==> src/hw/rtl/bah_pkg.sv <==
package bah_pkg;

   // Histogram geometry and counter width.
   localparam int PT_BIN_COUNT = 19;
   localparam int Y_BIN_COUNT  = 10;
   localparam int COUNT_BITS   = 32;
   localparam int BIN_TOTAL    = PT_BIN_COUNT * Y_BIN_COUNT;
   localparam int PT_BIN_BITS  = (PT_BIN_COUNT > 1) ? $clog2(PT_BIN_COUNT) : 1;
   localparam int Y_BIN_BITS   = (Y_BIN_COUNT > 1) ? $clog2(Y_BIN_COUNT) : 1;
   localparam int BIN_BITS     = (BIN_TOTAL > 1) ? $clog2(BIN_TOTAL) : 1;

   // Configuration register port.
   localparam int CSR_INDEX_BITS = 2;
   localparam int CSR_DATA_BITS  = 16;
   localparam logic [CSR_INDEX_BITS-1:0] CSR_MUON_PT_MINIMUM = 2'd0;
   localparam logic [CSR_INDEX_BITS-1:0] CSR_MUON_ETA_LIMIT  = 2'd1;
   localparam logic [15:0] MUON_PT_MINIMUM_RESET = 16'd896;
   localparam logic [14:0] MUON_ETA_LIMIT_RESET  = 15'd9830;

   // Item function codes.
   localparam logic FUNC_RECORD = 1'b0;
   localparam logic FUNC_READ   = 1'b1;

   // Bin edges: momentum in 1/256 GeV, rapidity in 1/4096 units.
   localparam logic [15:0] PT_EDGE [PT_BIN_COUNT+1] = '{
      16'd2560, 16'd2816, 16'd3072, 16'd3328, 16'd3584, 16'd3840, 16'd4096,
      16'd4352, 16'd4608, 16'd4864, 16'd5120, 16'd5376, 16'd5632, 16'd5888,
      16'd6144, 16'd6656, 16'd7168, 16'd7680, 16'd8960, 16'd10240};

   localparam logic signed [15:0] Y_EDGE [Y_BIN_COUNT+1] = '{
      -16'sd8192, -16'sd7168, -16'sd6144, -16'sd4096, -16'sd2048, 16'sd0,
      16'sd2048, 16'sd4096, 16'sd6144, 16'sd7168, 16'sd8192};

   typedef struct packed {
      logic               func;
      logic [15:0]        cand_pt;
      logic signed [15:0] cand_rapidity;
      logic [15:0]        first_mu_pt;
      logic [15:0]        second_mu_pt;
      logic signed [15:0] first_mu_eta;
      logic signed [15:0] second_mu_eta;
      logic               muons_present;
      logic [7:0]         read_bin;
   } req_type;

   typedef struct packed {
      logic        in_fiducial;
      logic        passed_cuts;
      logic        was_malformed;
      logic [7:0]  bin_index;
      logic [31:0] bin_fiducial_count;
      logic [31:0] bin_accepted_count;
      logic [31:0] sum_fiducial;
      logic [31:0] sum_accepted;
      logic [31:0] sum_malformed;
   } rsp_type;

   typedef enum logic [2:0] {
      ST_CLEAR,
      ST_IDLE,
      ST_LOCATE,
      ST_FETCH,
      ST_COMMIT
   } state_type;

   typedef struct packed {
      logic capture;
      logic locate;
      logic clear;
      logic commit;
   } cmd_type;

   typedef struct packed {
      logic clear_last;
      logic out_free;
   } sts_type;

   function automatic logic pt_in_range(input logic [15:0] v);
      return (v >= PT_EDGE[0]) && (v < PT_EDGE[PT_BIN_COUNT]);
   endfunction

   function automatic logic [PT_BIN_BITS-1:0] pt_bin_of(input logic [15:0] v);
      logic [PT_BIN_COUNT:0]  ge;
      logic [PT_BIN_BITS-1:0] bin;
      bin = '0;
      for (int k = 0; k <= PT_BIN_COUNT; k++) begin
         ge[k] = (v >= PT_EDGE[k]);
      end
      for (int k = 0; k < PT_BIN_COUNT; k++) begin
         if (ge[k] && !ge[k+1]) begin
            bin = bin | PT_BIN_BITS'(k);
         end
      end
      return bin;
   endfunction

   function automatic logic y_in_range(input logic signed [15:0] v);
      return (v >= Y_EDGE[0]) && (v < Y_EDGE[Y_BIN_COUNT]);
   endfunction

   function automatic logic [Y_BIN_BITS-1:0] y_bin_of(input logic signed [15:0] v);
      logic [Y_BIN_COUNT:0]  ge;
      logic [Y_BIN_BITS-1:0] bin;
      bin = '0;
      for (int k = 0; k <= Y_BIN_COUNT; k++) begin
         ge[k] = (v >= Y_EDGE[k]);
      end
      for (int k = 0; k < Y_BIN_COUNT; k++) begin
         if (ge[k] && !ge[k+1]) begin
            bin = bin | Y_BIN_BITS'(k);
         end
      end
      return bin;
   endfunction

   // A muon passes when its momentum exceeds the minimum and its |eta| is
   // below the limit. The most negative eta has magnitude 32768 and fails.
   function automatic logic muon_passes(input logic [15:0] pt,
                                        input logic signed [15:0] eta,
                                        input logic [15:0] pt_min,
                                        input logic [14:0] eta_lim);
      logic [15:0] mag;
      mag = eta[15] ? 16'(-eta) : 16'(eta);
      return (pt > pt_min) && (mag < {1'b0, eta_lim});
   endfunction

   function automatic logic [COUNT_BITS-1:0] bump(input logic [COUNT_BITS-1:0] c);
      return (&c) ? c : c + COUNT_BITS'(1);
   endfunction

endpackage

==> src/hw/rtl/bah_ctrl.sv <==
module bah_ctrl (
   input  logic             clock,
   input  logic             reset,
   input  logic             req_valid,
   output logic             req_ready,
   input  bah_pkg::sts_type sts,
   output bah_pkg::cmd_type cmd
);

   bah_pkg::state_type state_ff;
   bah_pkg::state_type state_in;

   always_comb begin
      state_in = state_ff;
      unique case (state_ff)
         bah_pkg::ST_CLEAR: begin
            if (sts.clear_last) begin
               state_in = bah_pkg::ST_IDLE;
            end
         end
         bah_pkg::ST_IDLE: begin
            if (req_valid) begin
               state_in = bah_pkg::ST_LOCATE;
            end
         end
         bah_pkg::ST_LOCATE: begin
            state_in = bah_pkg::ST_FETCH;
         end
         bah_pkg::ST_FETCH: begin
            state_in = bah_pkg::ST_COMMIT;
         end
         bah_pkg::ST_COMMIT: begin
            if (sts.out_free) begin
               state_in = bah_pkg::ST_IDLE;
            end
         end
         default: begin
            state_in = bah_pkg::ST_CLEAR;
         end
      endcase
   end

   always_comb begin
      cmd       = '0;
      req_ready = 1'b0;
      unique case (state_ff)
         bah_pkg::ST_CLEAR: begin
            cmd.clear = 1'b1;
         end
         bah_pkg::ST_IDLE: begin
            req_ready   = 1'b1;
            cmd.capture = req_valid;
         end
         bah_pkg::ST_LOCATE: begin
            cmd.locate = 1'b1;
         end
         bah_pkg::ST_FETCH: begin
            cmd = '0;
         end
         bah_pkg::ST_COMMIT: begin
            cmd.commit = sts.out_free;
         end
         default: begin
            cmd = '0;
         end
      endcase
   end

   always_ff @(posedge clock) begin
      if (reset) begin
         state_ff <= bah_pkg::ST_CLEAR;
      end else begin
         state_ff <= state_in;
      end
   end

endmodule

==> config.mk <==
export PLATFORM = sky130hd
export DESIGN_NAME = bah_ctrl
export DESIGN_NICKNAME = d
export VERILOG_FILES = /design/src/hw/rtl/bah_pkg.sv /design/src/hw/rtl/bah_ctrl.sv
export SDC_FILE = /design/constraint.sdc
export NUM_CORES = 1
export LEC_CHECK = 0
export BUFFER_PORTS_ARGS = -buffer_cell sky130_fd_sc_hd__buf_4
export CAP_MARGIN = 25
export CORE_AREA = 2 2 39 41
export DETAILED_ROUTE_END_ITERATION = 10
export DIE_AREA = 0 0 41 43
export GPL_TIMING_DRIVEN = 0
export SLEW_MARGIN = 25
export SYNTH_ARGS = -nofsm -noshare
export SYNTH_HDL_FRONTEND = slang
export SYNTH_SLANG_ARGS = --single-unit
export TNS_END_PERCENT = 20
==> constraint.sdc <==
create_clock -name clock -period 1.76 [get_ports clock]
set_input_delay 0.088 -clock clock [delete_from_list [all_inputs] [get_ports clock]]
set_output_delay 0.088 -clock clock [all_outputs]
set_load 0.02 [all_outputs]
==> qor_table.md, run 1 <==
| Item | Reported | Unit |
|:---|:---|:---|
| Design area | 322 | sq um |
| Wire length on met3 | 46 | um |
| Transition time at the pin with the least slew margin | 0.252 | ns |
| Number of clock buffers inserted by TritonCTS | 3 | - |
| Registers with the most flip-flops | state_ff: 3 flops | - |
| Initial cell density of the core | 15.0 | % |
| Fraction of final layout cells with drive strength greater than 1 | 36.6 | % |
| Peak clock frequency supported by timing | 811 | MHz |
| Required time reported for the critical path endpoint | 1.67 | ns |
| Post-Route WL | 540 | um |
| Initial DRC count | 4 | - |
| Detailed-router iteration count before antenna repair | 4 | - |
| # placed instances | 53 | - |
| Count of unique library cells instantiated by Yosys | 17 | - |
| Final Critical Period | 1.23 | ns |
| Worst setup slack after placement | 0.788 | ns |
| GRT Overall Usage | 8.51 | % |
| Register Area | 60.1 | sq um |
| Final setup fails | 0 | - |
| Worst slew margin relative to its limit | 83.2 | % |
| Finished Layout Cells | 57 | - |
| Placed Instance Area | 295 | sq um |
| Setup crit end kind | output port | - |
| Synthesis-stage register bit count | 3 | - |
| Via count of the first global-routing pass | 214 | - |
| Pin count of the biggest net entering global routing | 11 | - |
| Sequential share of the synthesized area | 28.9 | % |
| Post-route fraction of the period consumed by the critical path | 70.0 | % |
| Primary flip-flop cell chosen by synthesis mapping | dfxtp_1 | - |
| Area growth, synth to finish | 54.8 | % |
| Path type of the worst min-delay path | input port to flip-flop | - |
| Share of synthesized flip-flops with an asynchronous set or reset | 0 | % |
| Buffer levels on the longest clock path | 2 | - |
| Crit Path Class | flip-flop to output port | - |
| Largest reg by FF count | state_ff | - |
| First-pass GRT wire length | 924 | um |
| R2R cell count | 4 | - |
| Static leakage | 0.146 | nW |
| Average instance area after synthesis | 7.42 | sq um |
| Outcome | finished, final reports clean | - |
| CTS Sinks | 3 | - |
| Top cell type by total area after synthesis | dfxtp_1 | - |
| Remaining global-route overflow | 0 | - |
| Termination of the worst setup path | req_ready | - |
| Hold buffer count at cts | 0 | - |
| Total core area | 1380 | sq um |
| Weighted congestion reported at the end of routability-driven placement | 0.753 | - |
| Number of nets in the synthesized netlist | 33 | - |
| Synth cell count leaders | 4 x nand2b_1, 4 x nor2_1, 3 x dfxtp_1, 3 x nor3_1, 2 x nand2_1 | - |
| Launch point of the worst reg-to-reg path | state_ff[2] | - |
| CTS tree | done | - |
| Number of antenna cells inserted | 0 | - |
| Floorplan die area | 1760 | sq um |
| Count of buffers added by post-CTS timing repair for setup | 0 | - |
| Count of synthesis-stage warnings from yosys | 0 | - |
| Endpoint of the worst-slack reg-to-reg timing path | state_ff[2] | - |
| Number of failing hold endpoints at the final stage | 0 | - |
| EDFF count, synth | 0 | - |
| Setup clock skew after layout | 0.00450 | ns |
| Final core utilization | 23.2 | % |
| Peak supply drop | 0.269 | mV |
| Boundary pin count | 10 | - |
| Flip-flop count of the largest register after layout | 3 | - |
| Detailed-routed wire length on met2 | 252 | um |
| Cell types occupying the most area after synthesis | dfxtp_1 29%, nand2b_1 12%, nor3_1 7.2% | - |
| Antenna violations before repair | 0 | - |
| CTS clock-pin slew for the worst setup and hold paths | 0.04 | ns |
| X dimension of the die | 41 | um |
| Root Buffer | clkbuf_4 | - |
| Pins Over Slew Limit | 0 | - |
| Power density over the cells | 1040 | nW/um^2 |
| Post-detailed-placement half-perimeter wirelength | 366 | um |
| Number of nets with antenna violations after detailed routing | 0 | - |
| Unrepaired setup endpoints after global routing | false | - |
| Crit-path max FO | 8 | - |
| Level count of the clock H-tree | 1 | - |
| Endpoint arrival time on the critical path | 1.14 | ns |
| Routed vias | 237 | - |
| Setup slack of the worst register-to-register path | 0.79 | ns |
| Maxcap violations | 0 | - |
| Avg WL per Cell | 9.47 | um |
| Gate count after technology mapping | 28 | - |
| Worst hold-check slack | 0.0376 | ns |
| DIE HEIGHT | 43 | um |
| Wire length on met1 | 241 | um |
| Sum of negative setup slack | 0 | ns |
| Origin of the worst setup path | state_ff[1] | - |
| Vias per Instance | 4.16 | - |
| Site row count | 14 | - |
| Area of the multi-input gates | 125 | sq um |
| Fin worst setup slack | 0.527 | ns |
| Launching element type of the critical path | flip-flop | - |
| Synthesized cell area | 208 | sq um |
| Residual DRC | 0 | - |
| Final Total Pwr | 0.334 | mW |
| Highest Signal Layer | met3 | - |
| Count of instances resized after the clock tree is built | 0 | - |
| Clock latency of the later-clocked register in the worst-skew pair | 0.24 | ns |
| Number of I/O port buffers | 9 | - |
| Final layout net count | 47 | - |
| Yosys top cell area share | 28.9 | % |
| Filler Cell Count | 158 | - |
metal layers:
layer / GRT usage (%) / up-vias
li1: - / 122
met1: 10.2 / 102
met2: 8.75 / 13
met3: 5.24 / 0
met4: 10.0 / 0
met5: 0 / -
area by class of cell:
type                    count  area share [%]
clock buffers               4            8.17
plain buffers               2            5.84
well taps                  16            6.23
flip-flops and latches      3            18.7
multi-input cells          22            38.9
repair buffers              9            21.0
inverters                   1            1.17
worst max-delay path: stages (launching register included):
cell and delay, ns:
dfxtp_1 0.45, nor2_1 0.11, and2_2 0.20, buf_4 0.15
power by group:
part	leakage (nW)	switching, mW	total, mW	internal [mW]
clock	0.0150	0.0393	0.124	0.0852
combinational	0.106	0.0653	0.127	0.0614
sequential	0.0247	0.00591	0.0831	0.0772
layout by cell type, fill, tap and decap left out, types with 2 or more instances in the layout:
cell type,n
nor2_1,4
buf_4,10
dfxtp_1,3
nand2_1,2
nor3_1,3
clkbuf_4,3
nand2b_1,4
cells by family after synthesis:
family          after synthesis  share of synthesized area, %
flops                         3                          28.9
buf+inv                       3                          10.8
simple gates                 17                          42.8
compound gates                5                          17.5
worst min path at each step:
stage,cells after the start,start,end,slack [ns]
2_1_floorplan,1,reset,state_ff[0],0.16
5_1_grt,2,reset,state_ff[0],0.03
3_5_place_dp,2,reset,state_ff[0],0.28
6_report,2,reset,state_ff[0],0.04
4_1_cts,2,reset,state_ff[0],0.03
3_3_place_gp,2,reset,state_ff[0],0.28
No activity file was read; power rests on OpenSTA's default activity.
==> run 2, diff against run 1 <==
- ABC_AREA: not set -> 1
- clock period: 1.76 -> 1 ns (I/O delays scaled with it)
==> run 2 against run 1 <==
The flow now finishes with violations (negative setup slack). Wire length fell by 21%. Flip-flop and latch count unchanged. Synthesized cell count up 7.1%. Sequential power up 81%. Core utilization grew 2.6 points. Non-clock buffer count is the same. Hold slack better by 0.11 ns. Clock skew is 0.0030 ns lower. Global-route usage fell by 2.6 points. Via count down 3.0%.
==> qor_table.md, run 2 <==
| Item | Reported | Unit | vs previous |
|:---|:---|:---|:---|
| Outcome | complete, but fails checks | - |  |
| Violations in the final reports | negative setup slack | - |  |
| # placed instances | 55 | - | +3.8% |
| Final Critical Period | 1.08 | ns |  |
| Hold path startpoint | req_valid | - |  |
| Peak supply drop | 0.461 | mV | +72% |
| Top cell type by total area after synthesis | dfxtp_1 | - |  |
| Origin of the worst setup path | state_ff[0] | - |  |
| Required time reported for the critical path endpoint | 0.95 | ns | -0.72 ns |
| Path type of the worst min-delay path | input port to flip-flop | - |  |
| Root Buffer | clkbuf_4 | - |  |
| Weighted congestion reported at the end of routability-driven placement | 0.662 | - | -12% |
| Worst slew margin relative to its limit | 88.4 | % | +5.2 points |
| Yosys top cell area share | 31.0 | % | +2.1 points |
| Cell types occupying the most area after synthesis | dfxtp_1 31%, nand3_1 13%, inv_1 12% | - |  |
| Termination of the worst setup path | cmd[3] | - |  |
| Remaining global-route overflow | 0 | - | unchanged |
| Pins Over Slew Limit | 0 | - | unchanged |
| Worst setup slack after placement | 0.0101 | ns | -0.778 ns |
| Register Area | 68.8 | sq um | +15% |
| Gate count after technology mapping | 30 | - | +7.1% |
| Setup crit end kind | output port | - |  |
| Number of nets in the synthesized netlist | 35 | - | +6.1% |
| Launching element type of the critical path | flip-flop | - |  |
| Launch point of the worst reg-to-reg path | state_ff[0] | - |  |
| GR Util met3 | 4.71 | % | -0.52 points |
| Average instance area after synthesis | 6.46 | sq um | -13% |
| Registers with the most flip-flops | state_ff: 3 flops | - |  |
| Largest reg by FF count | state_ff | - |  |
| Clock latency of the later-clocked register in the worst-skew pair | 0.23 | ns | about the same |
| Static leakage | 0.177 | nW | +21% |
| DIE HEIGHT | 43 | um | unchanged |
| Area growth, synth to finish | 84.5 | % |  |
| Fin worst setup slack | -0.0757 | ns | -0.603 ns |
| Endpoint arrival time on the critical path | 1.03 | ns | -0.11 ns |
| Vias per Instance | 3.77 | - | -9.3% |
| Sequential share of the synthesized area | 31.0 | % | +2.1 points |
| Post-detailed-placement half-perimeter wirelength | 351 | um | -4.1% |
| R2R cell count | 7 | - | +3 |
| Sum of negative setup slack | -0.157 | ns | -0.157 ns |
| Crit-path max FO | 5 | - | -3 |
| Maxcap violations | 0 | - | unchanged |
| Detailed-router iteration count before antenna repair | 1 | - | -3 |
| Buffer levels on the longest clock path | 2 | - | unchanged |
| Commonest cells after routing, fill and taps aside | 9 x buf_4, 6 x inv_1, 5 x nand3_1 | - |  |
| Post-Route WL | 428 | um | -21% |
| Fraction of final layout cells with drive strength greater than 1 | 48.9 | % | +12 points |
| Crit Path Class | flip-flop to output port | - |  |
| Post-route fraction of the period consumed by the critical path | 108 | % |  |
| Total core area | 1380 | sq um | unchanged |
| Antenna violations before repair | 0 | - | unchanged |
| X dimension of the die | 41 | um | unchanged |
| Transition time at the pin with the least slew margin | 0.172 | ns | -0.0795 ns |
| Floorplan die area | 1760 | sq um | unchanged |
| Final layout net count | 51 | - | +8.5% |
| Flip-flop count of the largest register after layout | 3 | - | unchanged |
| Final setup fails | 3 | - | +3 |
| Power density over the cells | 1420 | nW/um^2 | +37% |
| Number of nets with antenna violations after detailed routing | 0 | - | unchanged |
| First-pass GRT wire length | 662 | um | -28% |
| Number of antenna cells inserted | 0 | - | unchanged |
| CTS Sinks | 3 | - | unchanged |
| Synth cell count leaders | 6 x inv_1, 5 x nand3_1, 4 x nand2_1, 3 x dfxtp_1, 3 x nor2_1 | - |  |
| Met1 Use GR | 4.49 | % | -5.7 points |
| Residual DRC | 0 | - | unchanged |
| GR Util met2 | 9.38 | % | +0.63 points |
| Avg WL per Cell | 7.02 | um | -26% |
| Count of synthesis-stage warnings from yosys | 0 | - | unchanged |
| Routed vias | 230 | - | -3.0% |
| Synthesis-stage register bit count | 3 | - | unchanged |
| Most common library cell in the layout ignoring fill and taps | buf_4 | - |  |
| CTS clock-pin slew for the worst setup and hold paths | 0.03 | ns | about the same |
| Worst Hold Path Cells | 4 | - | +2 |
| Setup slack of the worst register-to-register path | 0.03 | ns | -0.76 ns |
| Pin count of the biggest net entering global routing | 8 | - | -3 |
| Finished Layout Cells | 61 | - | +7.0% |
| Number of I/O port buffers | 9 | - | unchanged |
| Via count of the first global-routing pass | 210 | - | -1.9% |
| Area of the multi-input gates | 119 | sq um | -5.0% |
| Number of failing hold endpoints at the final stage | 0 | - | unchanged |
| Unrepaired setup endpoints after global routing | true | - |  |
| Endpoint of the worst-slack reg-to-reg timing path | state_ff[1] | - |  |
| Level count of the clock H-tree | 1 | - | unchanged |
| Initial DRC count | 0 | - | -4 |
| Site row count | 14 | - | unchanged |
| Boundary pin count | 10 | - | unchanged |
| Count of unique library cells instantiated by Yosys | 13 | - | -4 |
| EDFF count, synth | 0 | - | unchanged |
| Initial cell density of the core | 14.0 | % | -0.99 points |
| Count leader, synth | inv_1 | - |  |
| CTS tree | done | - |  |
| Number of clock buffers inserted by TritonCTS | 3 | - | unchanged |
| Setup clock skew after layout | 0.00152 | ns | -0.00298 ns |
| Filler Cell Count | 169 | - | +7.0% |
| Share of synthesized flip-flops with an asynchronous set or reset | 0 | % | unchanged |
| Synthesized cell area | 194 | sq um | -6.6% |
| Primary flip-flop cell chosen by synthesis mapping | dfxtp_1 | - |  |
| Top Usage Layer GRT | met2 | - |  |
| Peak clock frequency supported by timing | 930 | MHz |  |
| GRT Overall Usage | 5.92 | % | -2.6 points |
## run 2: cell count changes after synthesis, moves of 2 or more
cell,change
inv_2,+2
nand2b_1,-4
nand2_1,+2
nand3_1,+4
inv_1,+5
nor3_1,-2
## run 2: kinds of logic (layout without fill, tap and decap cells)
logic type | after synthesis | after routing | share of synthesized area, %
and+or+nand+nor | 17 | 17 | 44.5
buffers and inverters | 8 | 23 | 15.5
DFF | 3 | 3 | 31.0
AOI/OAI and AO/OA | 2 | 2 | 9.03
## run 2: power by group
group          internal [mW]  total, mW  switching [mW]
clock network          0.149      0.206          0.0570
logic                 0.0738      0.154          0.0803
registers              0.130      0.150          0.0198
total                  0.353      0.510           0.157
## run 2: final cells by class
type / instances / share of cell area, %
clock buffers: 4 / 7.34
multi-input cells: 19 / 33.2
inverters: 8 / 9.79
well taps: 16 / 5.59
repair buffers: 11 / 24.8
flip-flops and latches: 3 / 19.2
## run 2: how the worst min path moves through the flow
| stage | to | slack (ns) |
|---|---|---|
| 3_3_place_gp | state_ff[1] | 0.24 |
| 4_1_cts | state_ff[0] | 0.14 |
| 6_report | state_ff[0] | 0.15 |
| 5_1_grt | state_ff[0] | 0.17 |
| 3_5_place_dp | state_ff[1] | 0.24 |
| 2_1_floorplan | state_ff[2] | 0.12 |
## run 2: through the flow
stage	utilization [%]	instance area (sq um)	power, mW	hold WS (ns)
global route	25.9	358	0.545	0.168
finish	25.9	358	0.510	0.152
detailed placement	21.4	297	0.289	0.241
CTS	25.9	358	0.527	0.141
floorplan	-	209	0.236	0.119
global placement	21.4	297	0.288	0.242
## run 2: per-layer routing
metal	routed length, um	share of wire [%]
met3	31	7.2
met5	0	0
met4	0	0
met1	157	37
met2	239	56
## run 2: worst max-delay path: stages (launching register included)
cell     delay, ns
dfxtp_4       0.38
inv_4         0.05
nor2_4        0.08
nand2_2       0.06
nor2_1        0.08
buf_4         0.14
## run 2: repair_timing
item,CTS,global route
hold buffers,1,0
endpoints found under the setup margin,5,6
pin swaps,1,0
gates resized for setup,8,0
setup buffers,1,0
endpoints found under the hold margin,3,0
==> run 3, diff against run 2 <==
- CORE_AREA: 2 2 39 41 -> 4 4 41 43
- DIE_AREA: 0 0 41 43 -> 0 0 45 47
- SETUP_SLACK_MARGIN: not set -> 0.05
- clock period: 1 -> 1.15 ns (I/O delays scaled with it)
==> run 3 against run 2 <==
The flow now finishes without violations. Total power down 15%. Via count decreased by 0.43%. Count of clock-buffer cells in the layout unchanged. First-iteration DRC count rose by 1. Hold slack better by 0.0071 ns. Flip-flop and latch count is the same. Combinational power down 18%. Critical path type unchanged. Critical endpoint is now cmd[0]. Largest power group unchanged. Highest routed layer unchanged.
==> qor_table.md, run 3 (synthesis results as in run 2) <==
| Item | Reported | Unit | vs previous |
|:---|:---|:---|:---|
| Cell at the slowest stage of the critical path | dfxtp_4 | - |  |
| Weighted congestion reported at the end of routability-driven placement | 0.629 | - | -5.0% |
| Area of the multi-input gates | 110 | sq um | -7.4% |
| Crit Path Class | flip-flop to output port | - |  |
| Delay contributed by the slowest stage of the critical path | 0.36 | ns | -0.02 ns |
| Number of I/O port buffers | 9 | - | unchanged |
| Setup slack of the worst register-to-register path | 0.24 | ns | +0.21 ns |
| Peak clock frequency supported by timing | 927 | MHz |  |
| Placed Instance Area | 287 | sq um | -3.4% |
| CTS tree | done | - |  |
| Most common library cell in the layout ignoring fill and taps | buf_4 | - |  |
| Residual DRC | 0 | - | unchanged |
| Avg WL per Cell | 7.83 | um | +12% |
| Static leakage | 0.177 | nW | about the same |
| X dimension of the die | 45 | um | +9.8% |
| CTS Sinks | 3 | - | unchanged |
| Initial DRC count | 1 | - | +1 |
| Post-Route WL | 470 | um | +9.8% |
| Pin count of the biggest net entering global routing | 8 | - | unchanged |
| Number of failing hold endpoints at the final stage | 0 | - | unchanged |
| Number of clock buffers inserted by TritonCTS | 3 | - | unchanged |
| Clock latency of the later-clocked register in the worst-skew pair | 0.23 | ns | about the same |
| Commonest cells after routing, fill and taps aside | 9 x buf_4, 6 x inv_1, 5 x nand3_1 | - |  |
| Final Critical Period | 1.08 | ns |  |
| First-pass GRT wire length | 841 | um | +27% |
| Cell family with most CP delay | flip-flops | - |  |
| GRT Overall Usage | 5.84 | % | -0.082 points |
| Total core area | 1300 | sq um | -6.0% |
| Cell Chain, Critical Path | nor4_2, buf_4 | - |  |
| Final layout net count | 51 | - | unchanged |
| Design area | 348 | sq um | -2.8% |
| Crit-path max FO | 7 | - | +2 |
| Number of nets with antenna violations after detailed routing | 0 | - | unchanged |
| Worst slew margin relative to its limit | 87.0 | % | -1.4 points |
| Vias per Instance | 3.82 | - | +1.2% |
| CP bufs+invs | 1 | - | -1 |
| Flip-flop count of the largest register after layout | 3 | - | unchanged |
| Site row count | 13 | - | -1 |
| Power density over the cells | 1240 | nW/um^2 | -13% |
| Floorplan die area | 2120 | sq um | +20% |
| Registers with the most flip-flops | state_ff: 3 flops | - |  |
| Path type of the worst min-delay path | input port to flip-flop | - |  |
| Fraction of final layout cells with drive strength greater than 1 | 48.9 | % | unchanged |
| Transition time at the pin with the least slew margin | 0.193 | ns | +0.0204 ns |
| Buffer levels on the longest clock path | 2 | - | unchanged |
| Number of antenna cells inserted | 0 | - | unchanged |
| Register Area | 71.3 | sq um | +3.6% |
| Setup crit end kind | output port | - |  |
| Root Buffer | clkbuf_4 | - |  |
| Routed vias | 229 | - | -0.43% |
| Launching element type of the critical path | flip-flop | - |  |
| CTS clock-pin slew for the worst setup and hold paths | 0.03 | ns | about the same |
| Maxcap violations | 0 | - | unchanged |
| Post-detailed-placement half-perimeter wirelength | 388 | um | +10% |
| Pins Over Slew Limit | 0 | - | unchanged |
| Filler Cell Count | 158 | - | -6.5% |
| Initial cell density of the core | 14.9 | % | +0.89 points |
| Boundary pin count | 10 | - | unchanged |
| Endpoint arrival time on the critical path | 1.02 | ns | about the same |
| Final setup fails | 0 | - | -3 |
| Required time reported for the critical path endpoint | 1.09 | ns | +0.14 ns |
| Largest reg by FF count | state_ff | - |  |
| DIE HEIGHT | 47 | um | +9.3% |
| Sum of negative setup slack | 0 | ns | +0.157 ns |
| Area growth, synth to finish | 79.4 | % |  |
| Via count of the first global-routing pass | 251 | - | +20% |
| Post-route fraction of the period consumed by the critical path | 93.8 | % |  |
| Level count of the clock H-tree | 1 | - | unchanged |
| Peak supply drop | 0.363 | mV | -21% |
| Setup clock skew after layout | 0.00110 | ns | -0.000418 ns |
| Unrepaired setup endpoints after global routing | true | - |  |
| Antenna violations before repair | 0 | - | unchanged |
| Remaining global-route overflow | 0 | - | unchanged |
| Detailed-router iteration count before antenna repair | 2 | - | +1 |
| Outcome | finished, final reports clean | - |  |
-- run 3: cell count changes in the layout (fill, tap and decap cells not counted) --
cell and delta:
dfxtp_2 -1, dfxtp_4 +1, inv_2 +1, inv_4 -1, nor4_2 +1, nor4_4 -1
-- run 3: cell type report --
type                    count  share of cell area, %
clock buffers               4                   7.55
inverters                   8                   9.35
multi-input cells          19                   31.7
flip-flops and latches      3                   20.5
well taps                  15                   5.40
repair buffers             11                   25.5
-- run 3: timing repair --
item | in CTS | in global routing
resized for setup | 5 | 3
buffers inserted | 1 | 0
pin swaps | 0 | 1
setup endpoints to repair | 4 | 4
hold buffers | 1 | 0
endpoints found under the hold margin | 1 | 0
-- run 3: worst register-to-register path: cells and delay by family (launching register included) --
family	cells	cell delay, ns
flops	1	0.35
simple gates	2	0.18
compound gates	1	0.15
buf+inv	1	0.13
-- run 3: path summary, 6_finish.rpt --
kind | from | end | depth (start not counted)
worst max-delay path | state_ff[1] | cmd[0] | 2
worst min register to register | state_ff[0] | state_ff[2] | 2
worst max register to register | state_ff[2] | state_ff[0] | 4
worst min-delay path | req_valid | state_ff[0] | 4
-- run 3: metal layers --
metal | vias up | GRT usage (%) | share of wire, %
li1 | 125 | - | -
met1 | 101 | 3.62 | 29
met2 | 3 | 11.9 | 64
met3 | 0 | 2.68 | 6.4
met4 | 0 | 5.26 | 0
met5 | - | 0 | 0
-- run 3: metrics by stage --
| step | instances | utilization [%] | hold WS [ns] | power, mW | setup slack [ns] |
|---|---|---|---|---|---|
| 2_1_floorplan | 30 | - | 0.127 | 0.201 | 0.142 |
| 3_3_place_gp | 54 | 22.0 | 0.247 | 0.247 | 0.186 |
| 3_5_place_dp | 54 | 22.0 | 0.250 | 0.249 | 0.179 |
| 4_1_cts | 60 | 26.1 | 0.157 | 0.438 | 0.0473 |
| 5_1_grt | 60 | 26.7 | 0.180 | 0.467 | 0.00180 |
| 6_report | 60 | 26.7 | 0.159 | 0.432 | 0.0714 |
-- run 3: report_power, final --
group          internal, mW  leakage, nW  switching (mW)
logic                0.0590        0.135          0.0682
clock network         0.130       0.0150          0.0484
registers             0.112       0.0267          0.0149
total                 0.301        0.177           0.132
